`src/rtl/hdlc_byte_unstuff_deframer_defines.svh`:
```
// Assertion macros for the HDLC byte unstuffing deframer.
`ifndef HDLC_BYTE_UNSTUFF_DEFRAMER_DEFINES_SVH
`define HDLC_BYTE_UNSTUFF_DEFRAMER_DEFINES_SVH

`ifndef ASSERT_OFF
// Check that an implication property holds on every clock edge outside reset.
`define HDLC_ASSERT(label, clk, rst, prop) \
  label: assert property (@(posedge clk) disable iff (rst) prop) \
    else $error("hdlc deframer assertion failed");
// Check that a condition never holds outside reset.
`define HDLC_ASSERT_NEVER(label, clk, rst, cond) \
  label: assert property (@(posedge clk) disable iff (rst) !(cond)) \
    else $error("hdlc deframer forbidden condition seen");
`else
`define HDLC_ASSERT(label, clk, rst, prop)
`define HDLC_ASSERT_NEVER(label, clk, rst, cond)
`endif

`endif

```
`src/rtl/hdlc_pkg.sv`:
```
// Package with codes, widths and constants of the HDLC byte unstuffing deframer.
`timescale 1ns / 1ps
`default_nettype none
package hdlc_pkg;

  localparam int BYTE_W     = 8;
  localparam int COUNT_W    = 16;
  localparam int KIND_W     = 2;
  localparam int OUT_DATA_W = BYTE_W + COUNT_W;
  localparam int APB_ADDR_W = 3;
  localparam int APB_DATA_W = 32;

  // Input operation codes carried on the input tuser
  localparam logic OP_BYTE    = 1'b0;
  localparam logic OP_TIMEOUT = 1'b1;

  // Register indexes, taken from paddr[2]
  localparam logic REG_FLAG   = 1'b0;
  localparam logic REG_ESCAPE = 1'b1;

  // Bytes that follow an escape prefix
  localparam logic [BYTE_W-1:0] ESC_FLAG_CODE   = 8'h5E;
  localparam logic [BYTE_W-1:0] ESC_ESCAPE_CODE = 8'h5D;

  localparam logic [BYTE_W-1:0]  FLAG_RESET   = 8'h7E;
  localparam logic [BYTE_W-1:0]  ESCAPE_RESET = 8'h7D;
  localparam logic [COUNT_W-1:0] COUNT_MAX    = 16'hFFFF;

  typedef enum logic [KIND_W-1:0] {
    KIND_DATA       = 2'd0,
    KIND_DONE       = 2'd1,
    KIND_BAD_ESCAPE = 2'd2,
    KIND_TIMEOUT    = 2'd3
  } kind_t;

endpackage
`default_nettype wire

```
`src/rtl/hdlc_byte_unstuff_deframer.sv`:
```
// Top level of the HDLC byte unstuffing deframer: framing state, result register, APB registers.
`timescale 1ns / 1ps
`default_nettype none
`include "hdlc_byte_unstuff_deframer_defines.svh"

// Strips async HDLC/PPP framing from a received byte stream. Bytes are ignored until the
// flag byte opens a frame; inside it the escape byte arms an escape, after which 0x5E
// gives the flag byte and 0x5D the escape byte, and anything else aborts the frame.
// An unescaped flag closes the frame; a timeout request aborts an open one. Each data
// byte comes out with kind 0 and the running count; the end of a frame comes out with
// its kind and the saturating count. One request is taken every cycle unless the output
// register is held full: the work is a compare and a 16-bit saturating increment between
// the state registers and a single output register, which a result leaves in the cycle
// after its request. A request is taken while that register is empty or is being emptied
// in the same cycle. The flag and escape values sit at APB byte addresses 0 and 4.
module hdlc_byte_unstuff_deframer (
  input  wire logic                              clk,
  input  wire logic                              rst,
  // Input stream
  input  wire logic                              s_axis_tvalid,
  output      logic                              s_axis_tready,
  input  wire logic [hdlc_pkg::BYTE_W-1:0]       s_axis_tdata,  // [7:0] rx_byte
  input  wire logic                              s_axis_tuser,  // [0] operation
  // Result stream
  output      logic                              m_axis_tvalid,
  input  wire logic                              m_axis_tready,
  output      logic [hdlc_pkg::OUT_DATA_W-1:0]   m_axis_tdata,  // [7:0] payload_byte,
                                                                // [23:8] frame_length
  output      logic [hdlc_pkg::KIND_W-1:0]       m_axis_tuser,  // [1:0] kind
  // Configuration
  input  wire logic                              psel,
  input  wire logic                              penable,
  input  wire logic                              pwrite,
  input  wire logic [hdlc_pkg::APB_ADDR_W-1:0]   paddr,
  input  wire logic [hdlc_pkg::APB_DATA_W-1:0]   pwdata,
  output      logic [hdlc_pkg::APB_DATA_W-1:0]   prdata,
  output      logic                              pready
);
  import hdlc_pkg::*;

  logic [BYTE_W-1:0]  flag_byte;
  logic [BYTE_W-1:0]  escape_byte;
  logic               in_frame;
  logic               escape_pending;
  logic [COUNT_W-1:0] byte_count;

  logic               in_frame_next;
  logic               escape_pending_next;
  logic [COUNT_W-1:0] byte_count_next;
  logic [COUNT_W-1:0] count_inc;

  logic               res_valid;
  kind_t              res_kind;
  logic [BYTE_W-1:0]  res_payload;
  logic [COUNT_W-1:0] res_length;

  logic               out_valid;
  kind_t              out_kind;
  logic [BYTE_W-1:0]  out_payload;
  logic [COUNT_W-1:0] out_length;

  logic               s_accept;
  logic               cfg_write;

  // Handshakes
  assign s_axis_tready = !out_valid || m_axis_tready;
  assign s_accept      = s_axis_tvalid && s_axis_tready;
  assign pready        = 1'b1;
  assign cfg_write     = psel && penable && pwrite && pready;

  // Register read back
  always_comb begin
    prdata = '0;
    unique case (paddr[2])
      REG_FLAG:   prdata[BYTE_W-1:0] = flag_byte;
      REG_ESCAPE: prdata[BYTE_W-1:0] = escape_byte;
      default:    prdata = '0;
    endcase
  end

  // Saturating data count
  assign count_inc = (byte_count == COUNT_MAX) ? byte_count : byte_count + 16'd1;

  // Decode one request against the framing state
  always_comb begin
    res_valid           = 1'b0;
    res_kind            = KIND_DATA;
    res_payload         = '0;
    res_length          = byte_count;
    in_frame_next       = in_frame;
    escape_pending_next = escape_pending;
    byte_count_next     = byte_count;
    if (s_axis_tuser == OP_TIMEOUT) begin
      // Abort an open frame; nothing to do while idle
      if (in_frame) begin
        res_valid           = 1'b1;
        res_kind            = KIND_TIMEOUT;
        in_frame_next       = 1'b0;
        escape_pending_next = 1'b0;
        byte_count_next     = '0;
      end
    end else if (!in_frame) begin
      // Hunt for the opening flag
      if (s_axis_tdata == flag_byte) begin
        in_frame_next       = 1'b1;
        escape_pending_next = 1'b0;
        byte_count_next     = '0;
      end
    end else if (escape_pending) begin
      // Resolve the escaped byte
      escape_pending_next = 1'b0;
      if (s_axis_tdata == ESC_FLAG_CODE || s_axis_tdata == ESC_ESCAPE_CODE) begin
        res_valid       = 1'b1;
        res_kind        = KIND_DATA;
        res_payload     = (s_axis_tdata == ESC_FLAG_CODE) ? flag_byte : escape_byte;
        res_length      = count_inc;
        byte_count_next = count_inc;
      end else begin
        res_valid       = 1'b1;
        res_kind        = KIND_BAD_ESCAPE;
        in_frame_next   = 1'b0;
        byte_count_next = '0;
      end
    end else if (s_axis_tdata == escape_byte) begin
      escape_pending_next = 1'b1;
    end else if (s_axis_tdata == flag_byte) begin
      // Closing flag
      res_valid           = 1'b1;
      res_kind            = KIND_DONE;
      in_frame_next       = 1'b0;
      escape_pending_next = 1'b0;
      byte_count_next     = '0;
    end else begin
      res_valid       = 1'b1;
      res_kind        = KIND_DATA;
      res_payload     = s_axis_tdata;
      res_length      = count_inc;
      byte_count_next = count_inc;
    end
  end

  // Control state and configuration registers
  always_ff @(posedge clk) begin
    if (rst) begin
      flag_byte      <= FLAG_RESET;
      escape_byte    <= ESCAPE_RESET;
      in_frame       <= 1'b0;
      escape_pending <= 1'b0;
      byte_count     <= '0;
      out_valid      <= 1'b0;
    end else begin
      if (cfg_write) begin
        unique case (paddr[2])
          REG_FLAG:   flag_byte   <= pwdata[BYTE_W-1:0];
          REG_ESCAPE: escape_byte <= pwdata[BYTE_W-1:0];
          default:    ;
        endcase
      end
      if (s_accept) begin
        in_frame       <= in_frame_next;
        escape_pending <= escape_pending_next;
        byte_count     <= byte_count_next;
        out_valid      <= res_valid;
      end else if (m_axis_tready) begin
        out_valid <= 1'b0;
      end
    end
  end

  // Result payload register
  always_ff @(posedge clk) begin
    if (s_accept && res_valid) begin
      out_kind    <= res_kind;
      out_payload <= res_payload;
      out_length  <= res_length;
    end
  end

  assign m_axis_tvalid = out_valid;
  assign m_axis_tdata  = {out_length, out_payload};
  assign m_axis_tuser  = out_kind;

  // Checks
  `HDLC_ASSERT_NEVER(a_escape_only_in_frame, clk, rst, !in_frame && escape_pending)
  `HDLC_ASSERT_NEVER(a_data_counted, clk, rst,
    out_valid && out_kind == KIND_DATA && out_length == '0)
  `HDLC_ASSERT_NEVER(a_end_no_payload, clk, rst,
    out_valid && out_kind != KIND_DATA && out_payload != '0)
  `HDLC_ASSERT(a_close_reported, clk, rst,
    (!$past(rst) && $fell(in_frame)) |-> (out_valid && out_kind != KIND_DATA))

endmodule
`default_nettype wire

```
`config.mk`:
```
export PLATFORM = sky130hd
export DESIGN_NAME = hdlc_byte_unstuff_deframer
export DESIGN_NICKNAME = d
export VERILOG_FILES = /design/src/rtl/hdlc_pkg.sv /design/src/rtl/hdlc_byte_unstuff_deframer.sv
export VERILOG_INCLUDE_DIRS = /design/src /design/src/rtl
export SDC_FILE = /design/constraint.sdc
export NUM_CORES = 1
export LEC_CHECK = 0
export BUFFER_PORTS_ARGS = -buffer_cell sky130_fd_sc_hd__buf_2
export CORE_ASPECT_RATIO = 1.2
export CORE_MARGIN = 2
export CORE_UTILIZATION = 46
export CTS_CLUSTER_SIZE = 40
export DETAILED_ROUTE_END_ITERATION = 6
export PLACE_DENSITY = 0.77
export RECOVER_POWER = 25
export SLEW_MARGIN = 30
export SYNTH_ARGS = -nofsm -noshare
export SYNTH_HDL_FRONTEND = slang
export SYNTH_SLANG_ARGS = --single-unit
```
`constraint.sdc`:
```
create_clock -name clk -period 2.29 [get_ports clk]
set_input_delay 0.229 -clock clk [delete_from_list [all_inputs] [get_ports clk]]
set_output_delay 0.229 -clock clk [all_outputs]
set_load 0.01 [all_outputs]
```
==> parameters.txt <==
Parameter                              Value

STA
  Final hold violations    0
  Minimum setup slack in the final design    0.189 ns
  Period utilisation layout    91.7%
  Fmax    0.476 GHz
  Worst-Margin Slew    0.797 ns
  Final TNS setup    0 ns
  Final worst path period need    2.10 ns
  Final setup fails    0
  Setup repair after global routing missed its margin    false
  Clock skew    0.00726 ns
  Tightest slew margin relative to the limit    46.4%
  Final number of max-transition violations    0

Synthesis
  Synthesized area per cell    9.43 sq um
  FF+latch count, synth    61
  Count of flip-flops with a built-in enable after synthesis    26
  Cell area after technology mapping    3420 sq um
  Fraction of post-synthesis cell area in the top cell type by area    22.8%
  Dominant cell type by area after synthesis    edfxtp_1
  Gate count after technology mapping    363
  Post-synth cell types    50
  Leading post-synthesis cells by cell area    edfxtp_1 (23%), dfxtp_1 (20%), xnor2_1 (6.6%), buf_4 (6.4%), nand2_1 (4.2%)
  Part of the Yosys area used for sequential elements    43.3%
  Warnings, synthesis    0
  Flip-flop cell with the highest count after synthesis    dfxtp_1
  Async set or reset register ratio after synthesis    0%

Critical path
  Arrival time reported for the critical path endpoint    2.17 ns
  Type of the setup path with the least slack    flip-flop to flip-flop
  Cell family with the largest share of critical-path delay    simple AND/OR/NAND/NOR gates
  Required time worst endpoint    2.36 ns
  Number of buffer and inverter instances along the worst setup path    0
  Slowest cell on the critical path    dfxtp_1
  Critical path, cell by cell    and4_1 > nand4_1 > nor2_1 > and3_1 > mux2_1
  Worst Setup SP    byte_count[3]$_SDFFE_PP0P_
  Startpoint of the worst-slack reg-to-reg timing path    byte_count[3]$_SDFFE_PP0P_
  Worst Setup EP    out_length[12]$_DFFE_PP_
  Type of destination of the critical path    flip-flop
  Largest stage delay, worst path    0.42 ns
  Total number of cells along the worst setup path    5
  Worst reg2reg setup slack    0.19 ns
  Critical path startpoint category    flip-flop
  Worst r2r path cells    5
  Reg-to-reg endpoint    out_length[12]$_DFFE_PP_
  CP max FO    6

Clocking
  Number of buffers added by the clock tree synthesis step    9
  Number of clock sinks seen by CTS    61
  Insertion delay of the later-clocked pin in the worst-skew pair    0.33 ns
  H-tree levels    3
  Clock slew at the register clock pins of the worst setup and hold paths    0.07 ns
  Root buffer cell    clkbuf_8
  Clock tree from TritonCTS    yes
  Maximum clock insertion buffer count    2
  Setup fix buffers added after clock tree synthesis    0

Floorplanning
  Number of placed I/O pins    112
  CORE AREA    7230 sq um
  Die boundary height    98.5 um
  Starting utilization of the core area    47.4%
  Cell Rows    34
  Die extent in x    82.8 um
  Area of the die    8150 sq um

Worst hold path
  Class of the most critical hold timing path    input pin to flip-flop

Route
  DRT Wirelength    6900 um
  Remaining DRCs    0
  Avg Vias per Cell    5.29
  First-pass DRT Iterations    4
  DRC violation total after the first TritonRoute iteration    118
  WL/cell    13.1 um
  Count of nets left with antenna violations after detail routing    0
  Vias after detailed routing    2792

Global routing
  Largest net degree at the start of global routing    28
  Wire length of the first global-routing pass    11400 um
  Initial antenna violation count    0
  GR Util All Layers    17.9%
  Number of global-route vias before repair    2660
  GR Overflow Total    0

Pwr
  Cell area power density    557 nW/um^2
  Total power of the final layout    2.19 mW
  Static leakage    1.40 nW
  IR drop worst, VDD    0.507 mV

Placement
  Post-DP HPWL    5200 um
  Gp weighted congestion    0.921
  Cell Area, Placed    3780 sq um
  Quantity of I/O buffers inserted on ports    60
  Worst slack after detailed placement    0.0726 ns

Final layout
  Relative area change from synthesis to final layout    14.9%
  Fraction of layout instances using a drive strength above 1    20.5%
  Antenna diode instance count    0
  # nets final    485
  Count of fill cells added during filler insertion    679
  Multi-input gate area in the final layout    1760 sq um
  Finished layout cell area    3940 sq um
  Total area of sequential cells    1480 sq um

Run status
  Status    completed

Flow run
  Reported max-cap violation count    0
## final cells by class
class                           count  share of cell area (%)
Clock buffer                       10                    3.24
Clock inverter                      6                    1.37
Inverter                            5                   0.477
Multi-Input combinational cell    281                    44.6
Sequential cell                    61                    37.6
Tap cell                           90                    2.86
Timing Repair Buffer               75                    9.79
## cell families (layout without fill, tap and decap cells)
| kind of cell | after synthesis | after routing | synth area share, % |
|---|---|---|---|
| other | 2 | 25 | 0.219 |
| adder cells (fa/ha/maj) | 1 | 1 | 0.365 |
| XOR/XNOR | 27 | 27 | 6.91 |
| AND/OR/NAND/NOR | 132 | 132 | 20.1 |
| multiplexers | 22 | 22 | 6.83 |
| buffers and inverters | 44 | 96 | 8.33 |
| flip-flops | 61 | 61 | 43.3 |
| AO/OA/AOI/OAI | 74 | 74 | 14.0 |
## state kept, by name, summed over array words and instances, names as in the netlist
signal	cells
byte_count	16
escape_byte	8
escape_pending	1
flag_byte	8
in_frame	1
m_axis_tuser	2
m_axis_tvalid	1
out_length	16
out_payload	8
## worst min path at each step
stage                         start                         to  slack [ns]  depth (start not counted)
final                     pwdata[3]  flag_byte[3]$_SDFFE_PP1P_        0.11                          2
after global routing      pwdata[3]  flag_byte[3]$_SDFFE_PP1P_        0.11                          2
after CTS                 pwdata[1]  flag_byte[1]$_SDFFE_PP1P_        0.09                          2
after detailed placement  pwdata[4]  flag_byte[4]$_SDFFE_PP1P_        0.45                          2
after global placement    pwdata[3]  flag_byte[3]$_SDFFE_PP1P_        0.45                          2
after floorplan           pwdata[1]  flag_byte[1]$_SDFFE_PP1P_        0.35                          1
## metrics by stage
stage          utilization [%]  hold slack (ns)  instances
2_1_floorplan                -            0.347        386
3_3_place_gp              52.2            0.447        512
3_5_place_dp              52.2            0.452        512
4_1_cts                   54.7           0.0943        528
5_1_grt                   54.4            0.106        528
6_report                  54.4            0.112        528
## synthesized netlist by cell type, drive strengths merged, types with 3 or more instances
cell type	count
nand2b	10
inv	5
a211o	7
nor2b	7
nand3b	6
nor3	4
nor2	31
nand2	39
a21oi	27
buf	33
nand4	7
and3	8
nor4	3
nand3	9
mux2	11
edfxtp	26
o21ai	13
xnor2	26
a31oi	18
mux2i	11
dfxtp	35
clkbuf	6
## report_power, final
group	switching (mW)	leakage [nW]	internal, mW
Clock	0.400	0.0972	0.491
Sequential	0.0106	0.472	1.13
Combinational	0.0904	0.833	0.0662
## worst reg2reg max path, stage by stage, from the launching register on
cell and delay (ns):
dfxtp_1 0.42, and4_1 0.31, nand4_1 0.28, nor2_1 0.28, and3_1 0.20, mux2_1 0.35
## metal layers
| layer | routed length, um | global-route usage [%] | vias up |
|---|---|---|---|
| met4 | 222 | 8.58 | 0 |
| met3 | 413 | 5.77 | 20 |
| met2 | 3360 | 28.7 | 95 |
| met5 | 0 | 0 | - |
| li1 | - | - | 1389 |
| met1 | 2910 | 21.5 | 1288 |
## placed cells by master, fill, tap and decap left out, types with 11 or more instances in the layout
cell type,count
buf_2,44
nand2_1,38
dfxtp_1,35
nor2_1,31
xnor2_1,26
a21oi_1,26
edfxtp_1,26
conb_1,25
clkbuf_1,19
a31oi_1,17
o21ai_0,13
buf_4,13
mux2i_1,11
## what timing repair did
item,in CTS,in global routing
endpoints found under the setup margin,0,3
resized for setup,0,1
hold buffers,0,0
(Power assumes the default switching activity.)
